==> src/rtl/core/sbfe_pkg.sv <==
// ----------------------------------------------------------------------------
// sbfe_pkg
// Shared types and constants of the six-bit frame encoder.
// ----------------------------------------------------------------------------
package sbfe_pkg;

  // Field widths of the channels and the configuration register.
  localparam int unsigned DATA_W   = 8;
  localparam int unsigned CHAR_W   = 8;
  localparam int unsigned HEADER_W = 6;

  // Default frame length in payload bytes (legal range 3..255).
  localparam int unsigned FRAME_BYTES_DEF = 36;

  // Framing and encoding constants.
  localparam logic [CHAR_W-1:0]   START_BYTE   = 8'h02;
  localparam logic [CHAR_W-1:0]   END_BYTE     = 8'h03;
  localparam logic [CHAR_W-1:0]   PRINT_BIT    = 8'h40;
  localparam logic [HEADER_W-1:0] HEADER_RESET = 6'h3F;

  // Most characters one payload byte can cause.
  localparam int unsigned MAX_RESULTS = 3;

  // One buffered result character.
  typedef struct packed {
    logic [CHAR_W-1:0] out_char;
    logic              frame_end;
  } result_t;

endpackage

==> src/rtl/core/sbfe_in_if.sv <==
// ----------------------------------------------------------------------------
// sbfe_in_if
// Input channel of the six-bit frame encoder: one payload byte per transfer.
// ----------------------------------------------------------------------------
interface sbfe_in_if;
  import sbfe_pkg::*;

  logic              valid;
  logic              ready;
  logic [DATA_W-1:0] data_byte;

  modport source (output valid, output data_byte, input ready);
  modport sink   (input valid, input data_byte, output ready);

endinterface

==> src/rtl/core/sbfe_out_if.sv <==
// ----------------------------------------------------------------------------
// sbfe_out_if
// Result channel of the six-bit frame encoder: one character per transfer.
// ----------------------------------------------------------------------------
interface sbfe_out_if;
  import sbfe_pkg::*;

  logic              valid;
  logic              ready;
  logic [CHAR_W-1:0] out_char;
  logic              frame_end;
  logic              last;

  modport source (output valid, output out_char, output frame_end, output last,
                  input ready);
  modport sink   (input valid, input out_char, input frame_end, input last,
                  output ready);

endinterface

==> src/rtl/core/six_bit_frame_encoder_top.sv <==
// ----------------------------------------------------------------------------
// six_bit_frame_encoder_top
// Radix-64 style encoder with start/end byte framing for a payload stream.
// ----------------------------------------------------------------------------
// Each accepted payload byte causes one to three result characters, which
// are computed in the cycle of the input transfer and held in a small result
// buffer that drives the output channel one character per cycle while the
// output is ready. A byte holds the block until its characters have transferred
// (one to three, about 1.4 on average over a frame); the next byte is taken
// in the same cycle as the final character of the previous one transfers, so
// with the output always ready there are no idle cycles between items. The
// first byte of a frame is preceded by the start byte and the header index,
// and the last byte is followed by the end byte, flagged with frame_end.
// The header index register may only be written while the block is idle.
module six_bit_frame_encoder_top #(
  parameter int unsigned FRAME_BYTES = sbfe_pkg::FRAME_BYTES_DEF
) (
  input  logic                          clk,
  input  logic                          rst_n,
  sbfe_in_if.sink                       in_ch,
  sbfe_out_if.source                    out_ch,
  input  logic                          cfg_we,
  input  logic [sbfe_pkg::HEADER_W-1:0] cfg_data
);
  import sbfe_pkg::*;

  localparam int unsigned POS_W = (FRAME_BYTES > 1) ? $clog2(FRAME_BYTES) : 1;
  localparam logic [POS_W-1:0] POS_LAST = POS_W'(FRAME_BYTES - 1);

  // Group phase codes.
  localparam logic [1:0] PH_FIRST  = 2'd0;
  localparam logic [1:0] PH_SECOND = 2'd1;
  localparam logic [1:0] PH_THIRD  = 2'd2;

  localparam int unsigned NCAND = 5;

  // Configuration and encoder state.
  logic [HEADER_W-1:0] header_r;
  logic [POS_W-1:0]    pos_r, pos_nxt;
  logic [1:0]          phase_r, phase_nxt;
  logic [3:0]          carry_r, carry_nxt;

  // Result buffer.
  result_t             slot_r [MAX_RESULTS];
  result_t             slot_nxt [MAX_RESULTS];
  logic [1:0]          num_r, num_nxt;
  logic [1:0]          rd_r;

  // Candidate characters for one byte, in output order.
  result_t             cand [NCAND];
  logic [NCAND-1:0]    cand_en;

  logic                in_xfer;
  logic                out_xfer;
  logic                buf_done;
  logic                frame_last;
  logic [DATA_W-1:0]   b;

  assign b        = in_ch.data_byte;
  assign out_xfer = out_ch.valid && out_ch.ready;
  assign buf_done = out_xfer && (rd_r == (num_r - 2'd1));
  assign in_ch.ready = (num_r == 2'd0) || buf_done;
  assign in_xfer  = in_ch.valid && in_ch.ready;
  assign frame_last = (pos_r == POS_LAST);

  // Output channel driven straight from the buffer.
  assign out_ch.valid     = (num_r != 2'd0);
  assign out_ch.out_char  = slot_r[rd_r].out_char;
  assign out_ch.frame_end = slot_r[rd_r].frame_end;
  assign out_ch.last      = (rd_r == (num_r - 2'd1));

  // Encode one byte: candidate characters and the next encoder state.
  always_comb begin
    for (int i = 0; i < NCAND; i++) begin
      cand[i] = '{out_char: '0, frame_end: 1'b0};
    end
    cand_en   = '0;
    phase_nxt = phase_r;
    carry_nxt = carry_r;

    // Start byte and header open a frame.
    cand[0].out_char = START_BYTE;
    cand[1].out_char = {2'b00, header_r};
    cand_en[0]       = (pos_r == '0);
    cand_en[1]       = (pos_r == '0);

    // Payload characters for the byte's place in its group.
    unique case (phase_r)
      PH_SECOND: begin
        cand[2].out_char = {carry_r, b[7:4]} | PRINT_BIT;
        cand_en[2]       = 1'b1;
        carry_nxt        = b[3:0];
        phase_nxt        = PH_THIRD;
      end
      PH_THIRD: begin
        cand[2].out_char = {2'b01, carry_r, b[7:6]};
        cand[3].out_char = {2'b01, b[5:0]};
        cand_en[2]       = 1'b1;
        cand_en[3]       = 1'b1;
        carry_nxt        = 4'd0;
        phase_nxt        = PH_FIRST;
      end
      default: begin
        cand[2].out_char = {2'b01, b[7:2]};
        cand_en[2]       = 1'b1;
        carry_nxt        = {2'b00, b[1:0]};
        phase_nxt        = PH_SECOND;
      end
    endcase

    // Closing the frame: flush leftover bits, then the end byte.
    if (frame_last) begin
      if (phase_nxt == PH_SECOND) begin
        cand[3].out_char = {2'b01, carry_nxt[1:0], 4'b0000};
        cand_en[3]       = 1'b1;
      end else if (phase_nxt == PH_THIRD) begin
        cand[3].out_char = {2'b01, carry_nxt, 2'b00};
        cand_en[3]       = 1'b1;
      end
      cand[4].out_char  = END_BYTE;
      cand[4].frame_end = 1'b1;
      cand_en[4]        = 1'b1;
      phase_nxt         = PH_FIRST;
      carry_nxt         = 4'd0;
    end

    pos_nxt = frame_last ? '0 : pos_r + POS_W'(1);
  end

  // Pack the enabled candidates into the buffer slots, keeping the first three.
  always_comb begin
    logic [1:0] n;
    n = 2'd0;
    for (int i = 0; i < MAX_RESULTS; i++) begin
      slot_nxt[i] = cand[i];
    end
    for (int i = 0; i < NCAND; i++) begin
      if (cand_en[i] && (n != 2'(MAX_RESULTS))) begin
        slot_nxt[n] = cand[i];
        n = n + 2'd1;
      end
    end
    num_nxt = n;
  end

  // Configuration register.
  always_ff @(posedge clk) begin
    if (!rst_n) begin
      header_r <= HEADER_RESET;
    end else if (cfg_we) begin
      header_r <= cfg_data;
    end
  end

  // Encoder state advances on each input transfer.
  always_ff @(posedge clk) begin
    if (!rst_n) begin
      pos_r   <= '0;
      phase_r <= PH_FIRST;
      carry_r <= 4'd0;
    end else if (in_xfer) begin
      pos_r   <= pos_nxt;
      phase_r <= phase_nxt;
      carry_r <= carry_nxt;
    end
  end

  // Buffer control: load on input transfer, step on output transfer.
  always_ff @(posedge clk) begin
    if (!rst_n) begin
      num_r <= 2'd0;
      rd_r  <= 2'd0;
    end else if (in_xfer) begin
      num_r <= num_nxt;
      rd_r  <= 2'd0;
    end else if (buf_done) begin
      num_r <= 2'd0;
      rd_r  <= 2'd0;
    end else if (out_xfer) begin
      rd_r  <= rd_r + 2'd1;
    end
  end

  // Buffer payload.
  always_ff @(posedge clk) begin
    if (in_xfer) begin
      for (int i = 0; i < MAX_RESULTS; i++) begin
        slot_r[i] <= slot_nxt[i];
      end
    end
  end

endmodule

==> src/flat_wrapper.sv <==
// flat-port wrapper written by rule: the top's interface ports become plain ports
module six_bit_frame_encoder_top_flat import sbfe_pkg::*;
#(
  parameter int unsigned FRAME_BYTES = sbfe_pkg::FRAME_BYTES_DEF
)
  (clk, rst_n, cfg_we, cfg_data, in_ch_valid, in_ch_data_byte, in_ch_ready, out_ch_valid, out_ch_out_char, out_ch_frame_end, out_ch_last, out_ch_ready);
  sbfe_in_if in_ch_i ();
  sbfe_out_if out_ch_i ();
  input  logic clk;
  input  logic rst_n;
  input  logic cfg_we;
  input  logic [sbfe_pkg::HEADER_W-1:0] cfg_data;
  input wire logic [$bits(in_ch_i.valid)-1:0] in_ch_valid;
  input wire logic [$bits(in_ch_i.data_byte)-1:0] in_ch_data_byte;
  output wire logic [$bits(in_ch_i.ready)-1:0] in_ch_ready;
  output wire logic [$bits(out_ch_i.valid)-1:0] out_ch_valid;
  output wire logic [$bits(out_ch_i.out_char)-1:0] out_ch_out_char;
  output wire logic [$bits(out_ch_i.frame_end)-1:0] out_ch_frame_end;
  output wire logic [$bits(out_ch_i.last)-1:0] out_ch_last;
  input wire logic [$bits(out_ch_i.ready)-1:0] out_ch_ready;
  assign in_ch_i.valid = in_ch_valid;
  assign in_ch_i.data_byte = in_ch_data_byte;
  assign in_ch_ready = in_ch_i.ready;
  assign out_ch_valid = out_ch_i.valid;
  assign out_ch_out_char = out_ch_i.out_char;
  assign out_ch_frame_end = out_ch_i.frame_end;
  assign out_ch_last = out_ch_i.last;
  assign out_ch_i.ready = out_ch_ready;
  six_bit_frame_encoder_top #(.FRAME_BYTES(FRAME_BYTES)) u_core (.clk(clk), .rst_n(rst_n), .in_ch(in_ch_i), .out_ch(out_ch_i), .cfg_we(cfg_we), .cfg_data(cfg_data));
endmodule
==> config.mk <==
export PLATFORM = sky130hd
export DESIGN_NAME = six_bit_frame_encoder_top_flat
export DESIGN_NICKNAME = d
export VERILOG_FILES = /design/src/rtl/core/sbfe_pkg.sv /design/src/rtl/core/sbfe_in_if.sv /design/src/rtl/core/sbfe_out_if.sv /design/src/rtl/core/six_bit_frame_encoder_top.sv /design/src/flat_wrapper.sv
export SDC_FILE = /design/constraint.sdc
export NUM_CORES = 1
export LEC_CHECK = 0
export BUFFER_PORTS_ARGS = -buffer_cell sky130_fd_sc_hd__buf_2
export CELL_PAD_IN_SITES_DETAIL_PLACEMENT = 1
export CELL_PAD_IN_SITES_GLOBAL_PLACEMENT = 2
export CORE_MARGIN = 4
export CORE_UTILIZATION = 36
export CTS_CLUSTER_SIZE = 8
export DETAILED_ROUTE_END_ITERATION = 10
export GPL_TIMING_DRIVEN = 0
export PLACE_DENSITY = 0.79
export SYNTH_ARGS = -nofsm -noshare
export SYNTH_HDL_FRONTEND = slang
export SYNTH_SLANG_ARGS = --single-unit
export TNS_END_PERCENT = 10
==> constraint.sdc <==
create_clock -name clk -period 2.8 [get_ports clk]
set_clock_uncertainty 0.15 [all_clocks]
set_input_delay 0 -clock clk [delete_from_list [all_inputs] [get_ports clk]]
set_output_delay 0 -clock clk [all_outputs]
set_load 0.01 [all_outputs]
**After elaboration in Yosys (flattened, before gate mapping)**

Memories as Yosys holds them, arrays and structs flattened. A register that Yosys moved wholly into a read port is not among the register bits.
Cells that the tools add are included.

- Memories kept: 1
- Bits in read-only memories: 0
- Word-level logic and storage cells: 95
- Memory bits (writable): 27
- Input port bits: 19
- Latch bits: 0
- Flip-flop bits (word level): 22
- Output and inout bits: 12

Memories:

| memory | words | bits a word | read ports | clocked after Yosys merged registers in | write ports | RTL line | source |
|---|---|---|---|---|---|---|---|
| u_core.slot_r | 3 | 9 | 1 | 1 | 3 | six_bit_frame_encoder_top.sv:44 | `result_t slot_r [MAX_RESULTS];` |

- Order comparisons: 8
- Bitwise operators: 5
- Shift operators: 0
- Equality and inequality tests: 10
- Reduce and logical (&&, ||, !) cells: 16
- Mux-type cells: 42
- Add/sub/neg operators: 7
- Multiply operators: 0
- Divide/modulo/power cells: 0

Operators with widths:

| kind | count |
|---|---|
| bitwise mux 27 bit | 4 |
| two-way mux 27 bit | 4 |
| demux 9 bit (select 2 bit) | 4 |
| two-way mux 9 bit | 4 |
| two-way mux 8 bit | 3 |
| two-way mux 2 bit | 10 |
| one-hot mux 8 bit (2 select lines) | 1 |
| >= comparator 3 bit (second input constant) | 4 |
| less-than comparator 3 x 1 -> 1 bit (second input constant) | 4 |
| logical AND 1 bit | 10 |
| inverter 2 -> 3 bit | 3 |
| adder 2 x 1 -> 2 bit (second input constant) | 4 |
| one-hot mux 4 bit (2 select lines) | 1 |
| two-way mux 7 bit | 1 |
| adder 6 x 1 -> 6 bit (second input constant) | 1 |
| equality test 6 bit (second input constant) | 1 |
| zero test 6 bit | 1 |
| two-way mux 1 bit | 6 |
| two-way mux 6 bit | 1 |
| inequality test 2 bit (second input constant) | 3 |
| equality test 2 x 1 -> 1 bit (second input constant) | 2 |
| equality test 2 bit (second input constant) | 2 |
| two-way mux 4 bit | 1 |
| one-hot mux 2 bit (2 select lines) | 1 |
| other kinds (11) | 12 |

**Logic depth before layout (Yosys ltp)**

Gate-level depths: netlist of run 1.

- Depth after elaboration: 17
- Gate-level depth with buffers: 8
- Gate-level depth less buffers: 7

**Worst setup path after synthesis of run 1**

No wires, ideal clock.

- Kind: reg2reg
- Start: register u_core.num_r[0]
- End: register u_core.num_r[1]
- Arrival: 2.003 ns
- Required time: 2.576 ns
- Setup slack: 0.572 ns
- Cell stages (with the launch flop): 9
- Setup time: 0.074 ns
- Path buffers: 1
- Clock period less this slack: 2.228 ns
- Path through: dfxtp_1 > inv_1 > ha_1 > xnor2_1 > o31a_1 > inv_1 > buf_2 > o311ai_0 > o21ai_0

- Cells in the longest elaborated chain, start to end: 6
- Elaborated cells on any way between the ends: 10
- Classes of those cells: add/sub: 1; eq/ne: 1; mux: 1; reduce/logical: 7

Ends and longest elaborated chain:

| item | RTL line | source |
|---|---|---|
| from (decl) | six_bit_frame_encoder_top.sv:46 | `logic [1:0] num_r, num_nxt;` |
| from (signal assigned) | six_bit_frame_encoder_top.sv:174 | `num_r <= num_nxt;` |
| subtractor 2 x 1 -> 2 bit or nonzero test 2 bit (tied branches) | six_bit_frame_encoder_top.sv:61, six_bit_frame_encoder_top.sv:67 |  |
| equality test 2 bit or logical AND 1 bit (tied branches) | six_bit_frame_encoder_top.sv:61, six_bit_frame_encoder_top.sv:60 |  |
| logical AND 1 bit | six_bit_frame_encoder_top.sv:61 | `assign buf_done = out_xfer && (rd_r == (num_r - 2'd1));` |
| logical OR 1 bit (*) | six_bit_frame_encoder_top.sv:62 | `assign in_ch.ready = (num_r == 2'd0) \|\| buf_done;` |
| logical AND 1 bit (*) | six_bit_frame_encoder_top.sv:63 | `assign in_xfer = in_ch.valid && in_ch.ready;` |
| via u_core.in_xfer | six_bit_frame_encoder_top.sv:53 | `logic in_xfer;` |
| two-way mux 2 bit or nonzero test 2 bit (tied branches) | - |  |

The timed path passes the listed nets; every way through them passes the cells marked *.
A chain may end at the register's enable or synchronous reset.

**Worst setup path in the final report of run 1**

- Start: register u_core.num_r[0]
- End: register u_core.carry_r[2]

- Cells in the longest elaborated chain, start to end: 5
- Elaborated cells on any way between the ends: 8
- Classes of those cells: add/sub: 1; eq/ne: 1; reduce/logical: 6

Ends and longest elaborated chain:

| item | RTL line | source |
|---|---|---|
| subtractor 2 x 1 -> 2 bit or nonzero test 2 bit (tied branches) | six_bit_frame_encoder_top.sv:61, six_bit_frame_encoder_top.sv:67 |  |
| equality test 2 bit or logical AND 1 bit (tied branches) | six_bit_frame_encoder_top.sv:61, six_bit_frame_encoder_top.sv:60 |  |
| logical AND 1 bit | six_bit_frame_encoder_top.sv:61 |  |
| logical OR 1 bit (*) | six_bit_frame_encoder_top.sv:62 |  |
| logical AND 1 bit (*) | six_bit_frame_encoder_top.sv:63 |  |
| via u_core.in_xfer | six_bit_frame_encoder_top.sv:53 |  |
| to (signal assigned) | six_bit_frame_encoder_top.sv:164 | `carry_r <= carry_nxt;` |
| to (decl) | six_bit_frame_encoder_top.sv:41 | `logic [3:0] carry_r, carry_nxt;` |

Marks and branches as above.

==> flow_metrics.tcl, run 1 <==
set metrics [dict create \
    outcome "completed" \
    grt_max_degree 36 \
    worstSetupPathType "reg2reg" \
    die_w_um 90.2 \
    die_area_sq_um 8140 \
    antenna_left 0 \
    dp_hpwl_um 4230 \
    tns_ns 0 \
    gp_congestion 0.818 \
    r2r_cells 8 \
    p_total_w 0.00221 \
    dr.pass1.iters 4 \
    first_global_vias 1988 \
    netlist_instances 246 \
    via_per_inst 5.23 \
    final_cell_mix "nand2_1, buf_2, edfxtp_1, dfxtp_1, nor2_1" \
    placementRows 29 \
    clockBufferDepth 2 \
    antenna_found_initial 0 \
    grt_pass1_wl_um 10200 \
    initial_core_util_pct 37.7 \
    dieHeight_um 90.2 \
    drtIter0Drc 85 \
    worstReg2RegStart "u_core.num_r[0]" \
    cp.buffers_inverters 3 \
    ys_types 42 \
    slowest_stage "clkbuf_4" \
    slew_headroom_pct 55.4 \
    crit_top_cell "inv_1" \
    cp_max_fo 35 \
    critPathCapture "u_core.carry_r[2]" \
    worstSetupStartpoint "u_core.num_r[0]" \
    synth-seq-area-share_pct 51.8 \
    grt_usage_pct 15.5 \
    leakage_nw 1.12 \
    avgSynthCellArea_sq_um 9.89 \
    finalSetupViolCount 0 \
    synth_area_sq_um 2430 \
    wl_per_cell_um 15.9 \
    cp-end-kind "register" \
    via_count 1960 \
    clk_transition_reported_paths_ns 0.10 \
    hold_viol 0 \
    clk_latency_ns 0.31 \
    clock_sinks 50 \
    drc_errors 0 \
    drive_above_1_share_pct 16.4 \
    synth_ff_type "edfxtp_1" \
    grt_setup_unrepaired "no" \
    pwr_density_cell_nw_per_um2 752 \
    max_stage_delay_ns 0.48 \
    io_buffers 28 \
    cts_tree "done" \
    async_flop_share_pct 0 \
    cts_buffers 5 \
    synth-seq-cells 50 \
    diodes 0 \
    worst_slew_pin_slew_ns 0.669 \
    finalCritPeriodShare_pct 85.8 \
    cts_setup_buffers 0 \
    layout.nets 323 \
    slew_violations 0 \
    crit_required_ns 2.88 \
    ios 31 \
    final_common_cell "nand2_1" \
    worst-path-stages 8 \
    ys_warn_count 0 \
    synth_edf_count 26 \
    ir_worst_vdd_v 0.000329 \
    grt_overflow 0 \
    routed_wl_um 5970 \
    core_sq_um 6460 \
    crit_path_cell_trace "inv_1 > ha_1 > xnor2_1 > o31a_1 > inv_1 > clkbuf_4 > nand4_1 > a21oi_1" \
    whs_ns 0.00477 \
    maxCapViolCount 0 \
    startpoint_type "register" \
    period_needed_ns 2.40 \
    cts_root_buf "clkbuf_8" \
    hp-class "in2reg" \
    clock.fmax_mhz 416 \
    critPathArrivalTime_ns 2.49 \
    r2r_end "u_core.carry_r[2]" \
    cts_max_level 2 \
    crit_family "buffers and inverters" \
    r2r_setup_slack_ns 0.40 \
    syn_to_final_growth_pct 20.7 \
]
[Yosys cell counts, types with 3 or more instances]
cell | number | area (sq um)
a21oi_1 | 15 | 75.1
a22o_1 | 3 | 26.3
a22oi_1 | 6 | 45.0
clkbuf_1 | 10 | 37.5
dfxtp_1 | 24 | 480
edfxtp_1 | 26 | 781
ha_1 | 7 | 87.6
inv_1 | 11 | 41.3
mux2_2 | 3 | 33.8
mux2i_1 | 14 | 140
nand2_1 | 40 | 150
nand3_1 | 8 | 40.0
nor2_1 | 23 | 86.3
o21ai_0 | 14 | 70.1
xnor2_1 | 3 | 26.3
[flip-flops by register name, summed over array words and instances (netlist names), named ones only]
signal and flops:
u_core.num_r 2, u_core.slot_r 26, u_core.rd_r 2, u_core.header_r 6, u_core.pos_r 6, u_core.phase_r 2
u_core.carry_r 4
[power breakdown]
group / switching [W] / internal [W] / total (W)
combinational: 0.000444 / 0.000261 / 0.000705
sequential: 0.0000523 / 0.000940 / 0.000992
clock: 0.000246 / 0.000267 / 0.000512
total: 0.000742 / 0.00147 / 0.00221
[kinds of logic after synthesis]
kind of cell	count (synthesis)	synth area share (%)
adder cells (fa/ha/maj)	7	3.60
multiplexers	17	7.15
AND/OR/NAND/NOR	85	15.9
buffers and inverters	26	4.37
flip-flops	50	51.8
AO/OA/AOI/OAI	56	15.6
other	1	0.154
XOR/XNOR	4	1.44
[worst min-delay path: cells and delay by family]
kind,cells,cell delay (ns)
multiplexers,1,0.17
buffers and inverters,1,0.20
AND/OR/NAND/NOR,1,0.05
[per-stage QoR]
stage | utilization, % | area [sq um] | setup WS, ns | instances
after floorplan | - | 2440 | 0.572 | 247
after global placement | 41.4 | 2670 | 0.207 | 352
after detailed placement | 41.4 | 2670 | 0.145 | 352
after CTS | 45.4 | 2930 | 0.131 | 375
after global routing | 45.5 | 2940 | 0.186 | 375
final | 45.5 | 2940 | 0.398 | 375
[area by class of cell]
type | instances | area (sq um)
inverters | 13 | 51.3
fillers | 763 | 3520
flip-flops and latches | 50 | 1260
multi-input cells | 171 | 1070
well taps | 77 | 96.3
clock inverters | 2 | 37.5
repair buffers | 43 | 290
clock buffers | 6 | 72.6
plain buffers | 13 | 57.6
[timing repair]
item                                   4_1_cts  5_1_grt
resized for setup                            0        1
endpoints found under the hold margin       28        0
setup endpoints to repair                    0        5
hold buffers                                15        0
[per-layer routing]
metal  vias to the layer above  GRT usage [%]  part of all wire [%]
met1                       954           21.1                    48
met2                        26           25.3                    48
met5                         -              0                     0
li1                        974              -                     -
met4                         0           4.21                   1.1
met3                         6           3.01                   3.0
[worst min path at each step]
stage	startpoint	end	slack [ns]	cells after the start
final	cfg_we	u_core.header_r[4]	0.005	3
after CTS	cfg_we	u_core.header_r[4]	0.002	3
after global routing	cfg_we	u_core.header_r[0]	0.02	3
after floorplan	out_ch_ready	in_ch_ready	-0.03	2
after detailed placement	cfg_data[4]	u_core.header_r[4]	0.07	3
after global placement	cfg_data[4]	u_core.header_r[4]	0.07	3
(Power assumes the default switching activity.)
==> inputs of run 2 (changes only) <==
Settings changed: GPL_TIMING_DRIVEN 0 to not set.
==> flow_metrics.tcl, run 2 (synthesized netlist as in run 1, its figures left out) <==
set metrics [dict create \
    layout.nets 328 \
    r2r_setup_slack_ns 0.53 \
    grt_overflow 0 \
    die_area_sq_um 8140 \
    cp_max_fo 29 \
    maxCapViolCount 0 \
    routed_wl_um 6160 \
    slew_headroom_pct 66.2 \
    core_sq_um 6460 \
    largest-register "u_core.slot_r" \
    syn_to_final_growth_pct 24.5 \
    hold_viol 0 \
    first_global_vias 2045 \
    die_w_um 90.2 \
    grt_max_degree 30 \
    drc_errors 0 \
    cts_setup_buffers 0 \
    outcome "completed" \
    finalCritPeriodShare_pct 81.0 \
    initial_core_util_pct 37.7 \
    r2r_cells 8 \
    io_buffers 30 \
    grt_pass1_wl_um 10500 \
    period_needed_ns 2.27 \
    worstSetupPathType "reg2reg" \
    design_area_sq_um 3030 \
    cts_tree "done" \
    grt_setup_unrepaired "no" \
    cts_max_level 2 \
    via_count 1957 \
    leakage_nw 1.15 \
    ios 31 \
    cts_root_buf "clkbuf_8" \
    slew_violations 0 \
    clock_sinks 50 \
    clk_transition_reported_paths_ns 0.09 \
    cp-end-kind "register" \
    dieHeight_um 90.2 \
    clockBufferDepth 2 \
    via_per_inst 5.15 \
    finalSetupViolCount 0 \
    fin_ws_ns 0.533 \
    diodes 0 \
    drtIter0Drc 70 \
    dr.pass1.iters 4 \
    tns_ns 0 \
    antenna_left 0 \
    placed_cell_area_sq_um 2670 \
    hp-class "in2reg" \
    startpoint_type "register" \
    gp_congestion 0.773 \
    final_cell_mix "nand2_1, buf_2, dlygate4sd3_1, edfxtp_1, dfxtp_1" \
    dp_hpwl_um 4290 \
    ir_worst_vdd_v 0.000244 \
    clock.fmax_mhz 441 \
    cts_buffers 5 \
    placementRows 29 \
    antenna_found_initial 0 \
    pwr_density_cell_nw_per_um2 713 \
    dp_slack_ns 0.535 \
    wl_per_cell_um 16.2 \
    final.fill_count 744 \
    grt_usage_pct 15.9 \
    drive_above_1_share_pct 17.2 \
    final_common_cell "nand2_1" \
    biggestRegsByFlops "u_core.slot_r x26, u_core.header_r x6, u_core.pos_r x6" \
    crit_required_ns 2.88 \
    clk_latency_ns 0.30 \
    largest_reg_flops 26 \
    worst_slew_pin_slew_ns 0.506 \
    critPathArrivalTime_ns 2.35 \
    holdPathStages 5 \
]
==> run 2: layer usage <==
layer  vias up  track usage (%)  wire (um)
li1        976                -          -
met4         0             5.23        125
met5         -                0          0
met1       928             21.0       2930
met2        42             26.2       2900
met3        11             3.17        208
==> run 2: worst max-delay path, cell delays in order (launching register included) <==
cell	delay, ns
dfxtp_1	0.37
inv_1	0.06
ha_1	0.29
xnor2_1	0.14
o31a_1	0.31
inv_1	0.35
buf_12	0.26
o311ai_0	0.17
o21ai_0	0.10
==> run 2: layout make-up <==
cell class	instances	area (sq um)	share of cell area, %
clock inverters	2	15.0	0.496
well taps	77	96.3	3.18
flip-flops and latches	50	1260	41.6
multi-input cells	171	1070	35.3
inverters	13	51.3	1.69
clock buffers	6	72.6	2.40
repair buffers	61	463	15.3
==> run 2: report_power, final <==
group | switching, W | internal, W
combinational | 0.000433 | 0.000295
sequential | 0.0000717 | 0.000939
clock | 0.000244 | 0.000176
total | 0.000749 | 0.00141
==> run 2: final timing paths <==
kind                     start                 to
min reg2reg  u_core.carry_r[2]  u_core.carry_r[2]
max reg2reg    u_core.num_r[0]    u_core.num_r[1]
max            u_core.num_r[0]    u_core.num_r[1]
min                in_ch_valid           register
==> run 2: through the flow <==
stage	utilization, %	hold WS [ns]	cells	power, W
detailed placement	41.4	0.0757	345	0.00173
global placement	41.4	0.0675	345	0.00171
floorplan	-	-0.0349	247	0.00147
global route	46.9	0.0548	380	0.00231
finish	46.9	0.0268	380	0.00216
CTS	46.9	0.0256	380	0.00218
==> run 2: timing repair <==
item | 4_1_cts | 5_1_grt
resized for setup | 0 | 0
endpoints found under the hold margin | 28 | 0
hold buffers | 27 | 0
